**src/rtl/core/rrts_pkg.sv**
```systemverilog
// ----------------------------------------------------------------------------
// rrts_pkg
// types and constants of the round robin task scheduler
// ----------------------------------------------------------------------------
package rrts_pkg;

  localparam int unsigned QUEUE_DEPTH = 16;
  localparam int unsigned PTR_W       = $clog2(QUEUE_DEPTH);
  localparam int unsigned CNT_W       = $clog2(QUEUE_DEPTH + 1);
  localparam int unsigned ADDR_W      = 3;

  localparam logic [7:0] QUANTUM_RST = 8'd4;

  typedef logic [PTR_W-1:0] ptr_t;
  typedef logic [CNT_W-1:0] cnt_t;

  typedef enum logic [1:0] {
    ST_ACCEPTED = 2'd0,
    ST_REJECTED = 2'd1,
    ST_IDLE     = 2'd2,
    ST_RAN      = 2'd3
  } status_e;

  typedef enum logic {
    KIND_ARRIVAL = 1'b0,
    KIND_TICK    = 1'b1
  } kind_e;

  typedef enum logic {
    REG_QUANTUM         = 1'b0,
    REG_SWITCH_OVERHEAD = 1'b1
  } reg_e;

  typedef struct packed {
    status_e     status;
    logic [31:0] tick_time;
    logic [15:0] running_id;
    logic [15:0] running_left;
    logic        running_done;
    logic        retired_valid;
    logic [15:0] retired_id;
    logic [31:0] retired_response;
    logic [31:0] overhead_sum;
    logic [31:0] response_total;
    logic [15:0] finished_count;
    logic        all_idle;
  } res_t;

endpackage

```
**src/rtl/core/round_robin_task_scheduler_unit.sv**
```systemverilog
// ----------------------------------------------------------------------------
// round_robin_task_scheduler_unit
// time-sliced round robin scheduler, new tasks ahead of preempted ones
// ----------------------------------------------------------------------------
// channel  direction  handshake                 payload
// in       input      in_valid_i / in_stall_o   kind, task_id, work_ticks
// out      output     out_valid_o / out_stall_i status ... all_idle
// cfg      input      apb write / read          quantum, switch_overhead
//
// one item per cycle while in_stall_o is low: the scheduler state and both queues
// update in the accepting cycle and the result is registered in the output register
// a skid register holds one more result, so a stalled output still takes one item
// in_stall_o rises only while the skid register is full
// reset clears all control state; queue entries are not cleared
// ----------------------------------------------------------------------------
module round_robin_task_scheduler_unit (
  input  logic                       clk_i,
  input  logic                       rst_ni,
  input  logic                       in_valid_i,
  output logic                       in_stall_o,
  input  logic                       kind_i,
  input  logic [15:0]                task_id_i,
  input  logic [15:0]                work_ticks_i,
  output logic                       out_valid_o,
  input  logic                       out_stall_i,
  output logic [1:0]                 status_o,
  output logic [31:0]                tick_time_o,
  output logic [15:0]                running_id_o,
  output logic [15:0]                running_left_o,
  output logic                       running_done_o,
  output logic                       retired_valid_o,
  output logic [15:0]                retired_id_o,
  output logic [31:0]                retired_response_o,
  output logic [31:0]                overhead_sum_o,
  output logic [31:0]                response_total_o,
  output logic [15:0]                finished_count_o,
  output logic                       all_idle_o,
  input  logic                       psel,
  input  logic                       penable,
  input  logic                       pwrite,
  input  logic [rrts_pkg::ADDR_W-1:0] paddr,
  input  logic [31:0]                pwdata,
  output logic [31:0]                prdata,
  output logic                       pready
);

  localparam int unsigned DEPTH = rrts_pkg::QUEUE_DEPTH;
  localparam int unsigned CNT_W = rrts_pkg::CNT_W;

  function automatic logic [31:0] sat_add(input logic [31:0] a, input logic [31:0] b);
    logic [32:0] s;
    s = {1'b0, a} + {1'b0, b};
    return s[32] ? 32'hFFFF_FFFF : s[31:0];
  endfunction

  function automatic rrts_pkg::ptr_t wrap_add(input rrts_pkg::ptr_t p, input rrts_pkg::cnt_t c);
    logic [CNT_W:0] s;
    s = (CNT_W+1)'(p) + (CNT_W+1)'(c);
    if (s >= (CNT_W+1)'(DEPTH)) begin
      s = s - (CNT_W+1)'(DEPTH);
    end
    return s[rrts_pkg::PTR_W-1:0];
  endfunction

  function automatic rrts_pkg::ptr_t ptr_inc(input rrts_pkg::ptr_t p);
    return (p == rrts_pkg::PTR_W'(DEPTH - 1)) ? '0 : p + 1'b1;
  endfunction

  // configuration
  logic [7:0] quantum_q, switch_overhead_q;
  logic       cfg_we;

  // queues
  logic [15:0] fresh_ids_q       [DEPTH];
  logic [15:0] fresh_remaining_q [DEPTH];
  logic [31:0] fresh_arrival_q   [DEPTH];
  logic [15:0] again_ids_q       [DEPTH];
  logic [15:0] again_remaining_q [DEPTH];
  logic [31:0] again_response_q  [DEPTH];

  rrts_pkg::ptr_t fresh_head_q, fresh_head_d, again_head_q, again_head_d;
  rrts_pkg::cnt_t fresh_count_q, fresh_count_d, again_count_q, again_count_d;
  rrts_pkg::ptr_t fresh_tail, again_tail;
  logic           fresh_we, again_we;

  // cpu and totals
  logic        cpu_busy_q, cpu_busy_d;
  logic [15:0] cpu_id_q, cpu_id_d;
  logic [15:0] cpu_left_q, cpu_left_d;
  logic [31:0] cpu_response_q, cpu_response_d;
  logic [7:0]  slice_left_q, slice_left_d;
  logic [31:0] now_time_q, now_time_d;
  logic [31:0] overhead_acc_q, overhead_acc_d;
  logic [31:0] response_acc_q, response_acc_d;
  logic [15:0] finished_acc_q, finished_acc_d;

  // output register and skid register
  rrts_pkg::res_t res, out_q, skid_q;
  logic           out_valid_q, skid_valid_q;
  logic           in_fire, out_free;

  assign in_stall_o = skid_valid_q;
  assign in_fire    = in_valid_i && !skid_valid_q;
  assign out_free   = !out_valid_q || !out_stall_i;

  assign fresh_tail = wrap_add(fresh_head_q, fresh_count_q);
  assign again_tail = wrap_add(again_head_q, again_count_q);

  // apb port
  assign pready = 1'b1;
  assign cfg_we = psel && penable && pwrite;

  always_comb begin
    unique case (rrts_pkg::reg_e'(paddr[2])) 
      rrts_pkg::REG_QUANTUM:         prdata = {24'd0, quantum_q};
      rrts_pkg::REG_SWITCH_OVERHEAD: prdata = {24'd0, switch_overhead_q};
      default:                       prdata = '0;
    endcase
  end

  always_ff @(posedge clk_i or negedge rst_ni) begin
    if (!rst_ni) begin
      quantum_q         <= rrts_pkg::QUANTUM_RST;
      switch_overhead_q <= '0;
    end else if (cfg_we) begin
      unique case (rrts_pkg::reg_e'(paddr[2]))
        rrts_pkg::REG_QUANTUM:         quantum_q         <= pwdata[7:0];
        rrts_pkg::REG_SWITCH_OVERHEAD: switch_overhead_q <= pwdata[7:0];
        default: ;
      endcase
    end
  end

  // scheduler step
  always_comb begin
    logic [CNT_W:0] used;
    logic [7:0]     ts;
    logic           from_fresh, from_again;

    fresh_head_d   = fresh_head_q;
    fresh_count_d  = fresh_count_q;
    again_head_d   = again_head_q;
    again_count_d  = again_count_q;
    cpu_busy_d     = cpu_busy_q;
    cpu_id_d       = cpu_id_q;
    cpu_left_d     = cpu_left_q;
    cpu_response_d = cpu_response_q;
    slice_left_d   = slice_left_q;
    now_time_d     = now_time_q;
    overhead_acc_d = overhead_acc_q;
    response_acc_d = response_acc_q;
    finished_acc_d = finished_acc_q;
    fresh_we       = 1'b0;
    again_we       = 1'b0;
    from_fresh     = 1'b0;
    from_again     = 1'b0;
    ts             = (quantum_q == 8'd0) ? 8'd1 : quantum_q;
    used           = (CNT_W+1)'(fresh_count_q) + (CNT_W+1)'(again_count_q)
                   + (CNT_W+1)'(cpu_busy_q);

    res           = '0;
    res.tick_time = now_time_q;

    if (in_fire) begin
      if (rrts_pkg::kind_e'(kind_i) == rrts_pkg::KIND_ARRIVAL) begin
        if (used >= (CNT_W+1)'(DEPTH) || work_ticks_i == 16'd0) begin
          res.status = rrts_pkg::ST_REJECTED;
        end else begin
          fresh_we      = 1'b1;
          fresh_count_d = fresh_count_q + 1'b1;
          res.status    = rrts_pkg::ST_ACCEPTED;
        end
      end else begin
        if (cpu_busy_q) begin
          if (cpu_left_q == 16'd0) begin
            res.retired_valid    = 1'b1;
            res.retired_id       = cpu_id_q;
            res.retired_response = cpu_response_q;
            response_acc_d       = sat_add(response_acc_q, cpu_response_q);
            if (finished_acc_q != 16'hFFFF) begin
              finished_acc_d = finished_acc_q + 1'b1;
            end
            cpu_busy_d = 1'b0;
          end else if (slice_left_q == 8'd0 && again_count_q < CNT_W'(DEPTH)) begin
            again_we      = 1'b1;
            again_count_d = again_count_q + 1'b1;
            cpu_busy_d    = 1'b0;
          end
        end

        if (!cpu_busy_d) begin
          if (fresh_count_q != '0) begin
            from_fresh     = 1'b1;
            cpu_id_d       = fresh_ids_q[fresh_head_q];
            cpu_left_d     = fresh_remaining_q[fresh_head_q];
            cpu_response_d = now_time_q - fresh_arrival_q[fresh_head_q];
            fresh_head_d   = ptr_inc(fresh_head_q);
            fresh_count_d  = fresh_count_q - 1'b1;
          end else if (again_count_d != '0) begin
            from_again = 1'b1;
            // the task just preempted is the only one queued
            if (again_count_q == '0) begin
              cpu_id_d       = cpu_id_q;
              cpu_left_d     = cpu_left_q;
              cpu_response_d = cpu_response_q;
            end else begin
              cpu_id_d       = again_ids_q[again_head_q];
              cpu_left_d     = again_remaining_q[again_head_q];
              cpu_response_d = again_response_q[again_head_q];
            end
            again_head_d  = ptr_inc(again_head_q);
            again_count_d = again_count_d - 1'b1;
          end
          if (from_fresh || from_again) begin
            cpu_busy_d     = 1'b1;
            slice_left_d   = (cpu_left_d < {8'd0, ts}) ? cpu_left_d[7:0] : ts;
            overhead_acc_d = sat_add(overhead_acc_q, {24'd0, switch_overhead_q});
          end
        end

        if (cpu_busy_d) begin
          if (cpu_left_d != 16'd0) begin
            cpu_left_d = cpu_left_d - 1'b1;
          end
          if (slice_left_d != 8'd0) begin
            slice_left_d = slice_left_d - 1'b1;
          end
          res.running_id   = cpu_id_d;
          res.running_left = cpu_left_d;
          res.running_done = (cpu_left_d == 16'd0);
          res.status       = rrts_pkg::ST_RAN;
        end else begin
          res.status = rrts_pkg::ST_IDLE;
        end
        now_time_d = now_time_q + 32'd1;
      end
    end

    res.overhead_sum   = overhead_acc_d;
    res.response_total = response_acc_d;
    res.finished_count = finished_acc_d;
    res.all_idle       = (fresh_count_d == '0) && (again_count_d == '0) && !cpu_busy_d;
  end

  // queue entries
  always_ff @(posedge clk_i) begin
    if (fresh_we) begin
      fresh_ids_q[fresh_tail]       <= task_id_i;
      fresh_remaining_q[fresh_tail] <= work_ticks_i;
      fresh_arrival_q[fresh_tail]   <= now_time_q;
    end
    if (again_we) begin
      again_ids_q[again_tail]       <= cpu_id_q;
      again_remaining_q[again_tail] <= cpu_left_q;
      again_response_q[again_tail]  <= cpu_response_q;
    end
  end

  always_ff @(posedge clk_i or negedge rst_ni) begin
    if (!rst_ni) begin
      fresh_head_q   <= '0;
      fresh_count_q  <= '0;
      again_head_q   <= '0;
      again_count_q  <= '0;
      cpu_busy_q     <= 1'b0;
      cpu_id_q       <= '0;
      cpu_left_q     <= '0;
      cpu_response_q <= '0;
      slice_left_q   <= '0;
      now_time_q     <= '0;
      overhead_acc_q <= '0;
      response_acc_q <= '0;
      finished_acc_q <= '0;
    end else begin
      fresh_head_q   <= fresh_head_d;
      fresh_count_q  <= fresh_count_d;
      again_head_q   <= again_head_d;
      again_count_q  <= again_count_d;
      cpu_busy_q     <= cpu_busy_d;
      cpu_id_q       <= cpu_id_d;
      cpu_left_q     <= cpu_left_d;
      cpu_response_q <= cpu_response_d;
      slice_left_q   <= slice_left_d;
      now_time_q     <= now_time_d;
      overhead_acc_q <= overhead_acc_d;
      response_acc_q <= response_acc_d;
      finished_acc_q <= finished_acc_d;
    end
  end

  // result registers
  always_ff @(posedge clk_i or negedge rst_ni) begin
    if (!rst_ni) begin
      out_valid_q  <= 1'b0;
      skid_valid_q <= 1'b0;
    end else if (out_free) begin
      if (skid_valid_q) begin
        out_valid_q  <= 1'b1;
        skid_valid_q <= 1'b0;
      end else begin
        out_valid_q <= in_fire;
      end
    end else if (in_fire) begin
      skid_valid_q <= 1'b1;
    end
  end

  always_ff @(posedge clk_i) begin
    if (out_free) begin
      if (skid_valid_q) begin
        out_q <= skid_q;
      end else if (in_fire) begin
        out_q <= res;
      end
    end else if (in_fire) begin
      skid_q <= res;
    end
  end

  assign out_valid_o        = out_valid_q;
  assign status_o           = out_q.status;
  assign tick_time_o        = out_q.tick_time;
  assign running_id_o       = out_q.running_id;
  assign running_left_o     = out_q.running_left;
  assign running_done_o     = out_q.running_done;
  assign retired_valid_o    = out_q.retired_valid;
  assign retired_id_o       = out_q.retired_id;
  assign retired_response_o = out_q.retired_response;
  assign overhead_sum_o     = out_q.overhead_sum;
  assign response_total_o   = out_q.response_total;
  assign finished_count_o   = out_q.finished_count;
  assign all_idle_o         = out_q.all_idle;

endmodule

```
**config.mk**
```make
export PLATFORM = sky130hd
export DESIGN_NAME = round_robin_task_scheduler_unit
export DESIGN_NICKNAME = d
export VERILOG_FILES = /design/src/rtl/core/rrts_pkg.sv /design/src/rtl/core/round_robin_task_scheduler_unit.sv
export SDC_FILE = /design/constraint.sdc
export NUM_CORES = 2
export LEC_CHECK = 0
export ABC_AREA = 1
export ABC_CLOCK_PERIOD_IN_PS = 14890
export BUFFER_PORTS_ARGS = -buffer_cell sky130_fd_sc_hd__buf_2
export CORE_ASPECT_RATIO = 1.1
export CORE_UTILIZATION = 40
export DETAILED_ROUTE_END_ITERATION = 16
export REMOVE_ABC_BUFFERS = 1
export SKIP_LAST_GASP = 1
export SLEW_MARGIN = 25
export SYNTH_ARGS = -nofsm -noshare
export SYNTH_HDL_FRONTEND = slang
export SYNTH_SLANG_ARGS = --single-unit
export TNS_END_PERCENT = 5
```
**constraint.sdc**
```tcl
create_clock -name clk_i -period 14.89 [get_ports clk_i]
set_input_delay 1.489 -clock clk_i [delete_from_list [all_inputs] [get_ports clk_i]]
set_output_delay 1.489 -clock clk_i [all_outputs]
set_load 0.005 [all_outputs]
```
==> run_results.csv <==
group,metric,value,unit
cts,cts_tree,"built",
hold_path,hold_class,"register to register",
setup_path,cp_top_family,"simple AND/OR/NAND/NOR gates",
finish,stdcell_count,12951,
setup_path,cp_slowest_cell,"buf_4",
die,dieArea,276000,sq um
pwr,switchingPower,0.00850,W
drt,dr.pass1.iters,13,
die,rows,201,
timing,finalHoldViolCount,0,
die,initial_core_util,40.2,%
setup_path,timing.critical_path.buf_inv,5,
finish,fillers,24393,
pwr,pwr-share-comb,29.4,%
timing,hold_slack,0.490,ns
global_routing,grtUsageTotal,22.6,%
synthesis,synth-main-ff-cell,"edfxtp_1",
timing,setup_viol,0,
setup_path,crit_required,15.66,ns
global_routing,grtUsageMet2,36.8,%
timing,rsz0062_at_grt,"false",
cts,clock_path_buffers,4,
pwr,seqPwrFrac,41.5,%
cts,htreeDepth,5,
synthesis,yosysUniqueCellTypes,59,
synthesis,syn_area_per_cell,12.3,sq um
place,numPortBuffers,255,
status,status,"finished, final reports clean",
timing,setup_tns,0,ns
drt,vias,72941,
global_routing,gr-total-overflow,0,
cts,root_buffer,"clkbuf_16",
synthesis,synth_cells,8926,
setup_path,worstSetupEndpointType,"register",
finish,drive_gt1_share,9.89,%
drt,drc,0,
synthesis,yosys_warnings,0,
setup_path,max_stage_delay,0.87,ns
global_routing,met3_usage,3.39,%
synthesis,synth_seq_cells,2663,
finish,syn2layout_area_growth,12.7,%
cts,clock-sinks,2663,
pwr,p_leak,41.9,nW
setup_path,start_kind,"register",
drt,ant_nets,0,
drt,drt-initial-drc-count,8236,
cts,clock_latency,0.88,ns
die,core-area,272000,sq um
synthesis,synth_area_leader_cell,"edfxtp_1",
global_routing,grt_max_degree,228,
timing,finalCritPeriodShare,48.5,%
pwr,intPower,0.0146,W
die,die_x,501,um
pwr,vdd.ir_drop.worst,0.000159,V
timing,fmax,139,MHz
setup_path,crit_fanout,82,
setup_path,crit_top_cell,"nand2_1",
synthesis,synth.most_common_cell,"edfxtp_1",
cts,cts_resized,0,
cts,clkTransAtPathRegs,0.06,ns
synthesis,syn_area,109000,sq um
place,dp_hpwl,177000,um
synthesis,synth_area_leaders,"edfxtp_1 67%, o21ai_0 5.8%, dfrtp_1 5.0%",
cts,holdBufCountCts,0,
global_routing,antenna_found_initial,27,
die,ios,307,
synthesis,synth_top_area_share,67.0,%
place,dp_cells,12455,
pwr,powerDensity,187,nW/um^2
finish,fin_util,45.3,%
timing,layout_min_cycle_time,7.22,ns
global_routing,grtUsageMet1,30.5,%
timing,tightestPinTransition,1.21,ns
synthesis,async_flop_share,8.30,%
finish,fin_nets,9260,
pwr,sw_frac_of_total,36.8,%
place,routabilityCongestion,0.876,
global_routing,grt_pass1_vias,69977,
pwr,clock_power_share,29.1,%
timing,slew_headroom,18.6,%
synthesis,yosysSeqAreaShare,72.1,%
flow_run,drv_cap,0,
global_routing,grt_pass1_wl,462000,um
drt,drt_wl_total,317000,um
cts,cts_inserted_buffers,274,
setup_path,worstPathArrival,7.98,ns
cts,postCtsSetupBuffers,0,
synthesis,synth-edff-count,2442,
timing,fin_skew,0.0552,ns
pwr,p_total,0.0231,W
synthesis,synth_common_cells,"2442 x edfxtp_1, 1350 x nor2_1, 1272 x o21ai_0",
drt,wl_per_cell,24.5,um
setup_path,crit_type,"register to register",
global_routing,busiest_layer,"met2",
die,fp.dieH,551,um
drt,vias_per_cell,5.63,
timing,finalMaxSlewViolations,0,
[layout by cell type (no fill, tap or decap), types with 101 or more instances in the layout]
cell type and n:
nand3_1 246, a21oi_1 186, dfrtp_1 213, o22ai_1 324
buf_4 128, inv_1 310, o221ai_1 170, nor2_1 1311
edfxtp_1 2442, buf_2 254, o21ai_0 1271, clkbuf_16 278
ha_1 101, nand2_1 1146
[final cells by class]
cell class              count  area, sq um  area share, %
clock inverters           127         1210          0.979
inverters                 335         1290           1.05
repair buffers            392         2420           1.96
well taps                3654         4570           3.71
multi-input cells        5413        27500           22.3
diodes                      6         15.0         0.0122
clock buffers             361         7450           6.04
flip-flops and latches   2663        78900           63.9
[kinds of logic after synthesis]
group | count (synthesis) | share of synthesized area, %
adder cells (fa/ha/maj) | 106 | 1.25
other | 2 | 0.00686
AND/OR/NAND/NOR | 2963 | 11.0
XOR/XNOR | 119 | 0.952
flip-flops | 2663 | 72.1
AO/OA/AOI/OAI | 2200 | 11.6
buffers and inverters | 873 | 3.16
[flip-flops by register name (all words and copies together) (netlist names), 197 cells and up]
name               cells
fresh_ids_q          256
again_ids_q          256
again_response_q     512
fresh_remaining_q    256
skid_q               197
again_remaining_q    256
fresh_arrival_q      512
[power groups by stage]
stage                     registers [W]  clock network, W  logic, W
after global routing            0.00966           0.00709   0.00739
after CTS                       0.00959           0.00682   0.00670
after floorplan                 0.00971                 0   0.00405
after global placement          0.00970                 0   0.00655
final                           0.00959           0.00673   0.00678
after detailed placement        0.00974                 0   0.00667
[worst reg2reg max path, cell delays in order (launching register included)]
cell,delay (ns)
dfrtp_4,0.73
inv_6,0.61
buf_4,0.95
buf_4,0.81
o21ai_0,0.20
o22ai_1,0.15
nand2_1,0.07
nand3_1,0.39
nand2_1,0.28
nand2_1,0.27
ha_1,0.29
a21oi_1,0.17
o21ai_0,0.23
nor2_1,0.17
nand3_1,0.13
nor2_4,0.29
nand3_1,0.13
nand3_1,0.15
nand2_1,0.10
inv_1,0.13
ha_1,0.17
inv_1,0.04
nor2_1,0.24
nand2_1,0.14
o21bai_1,0.13
nand2_1,0.07
o21ai_1,0.13
[per-layer routing]
| layer | routed length (um) | part of all wire [%] | vias up |
|---|---|---|---|
| met5 | 168 | 0.053 | - |
| met4 | 12100 | 3.8 | 26 |
| met3 | 24900 | 7.8 | 586 |
| met2 | 150000 | 47 | 3081 |
| met1 | 130000 | 41 | 36506 |
| li1 | - | - | 32742 |
[stage by stage]
stage,area [sq um],setup slack [ns]
after floorplan,107000,-5.49
after global placement,115000,7.71
after detailed placement,115000,7.71
after CTS,123000,7.68
after global routing,123000,7.16
final,123000,7.67
[final timing paths]
path	from	to	slack (ns)	depth (start not counted)
min in group asynchronous	rst_ni	overhead_acc_q[21]$_DFF_PN0_	0.68	1
worst min-delay path	quantum_q[1]$_DFFE_PN0P_	quantum_q[1]$_DFFE_PN0P_	0.49	2
max in group asynchronous	rst_ni	in_stall_o$_DFFE_PN0P_	12.03	3
worst min register to register	quantum_q[1]$_DFFE_PN0P_	quantum_q[1]$_DFFE_PN0P_	0.49	2
worst max register to register	fresh_head_q[1]$_DFFE_PN0P_	slice_left_q[6]$_DFFE_PN0P_	7.67	26
worst max-delay path	fresh_head_q[1]$_DFFE_PN0P_	slice_left_q[6]$_DFFE_PN0P_	7.67	26
Note: power is estimated with default switching activity, not from simulation.
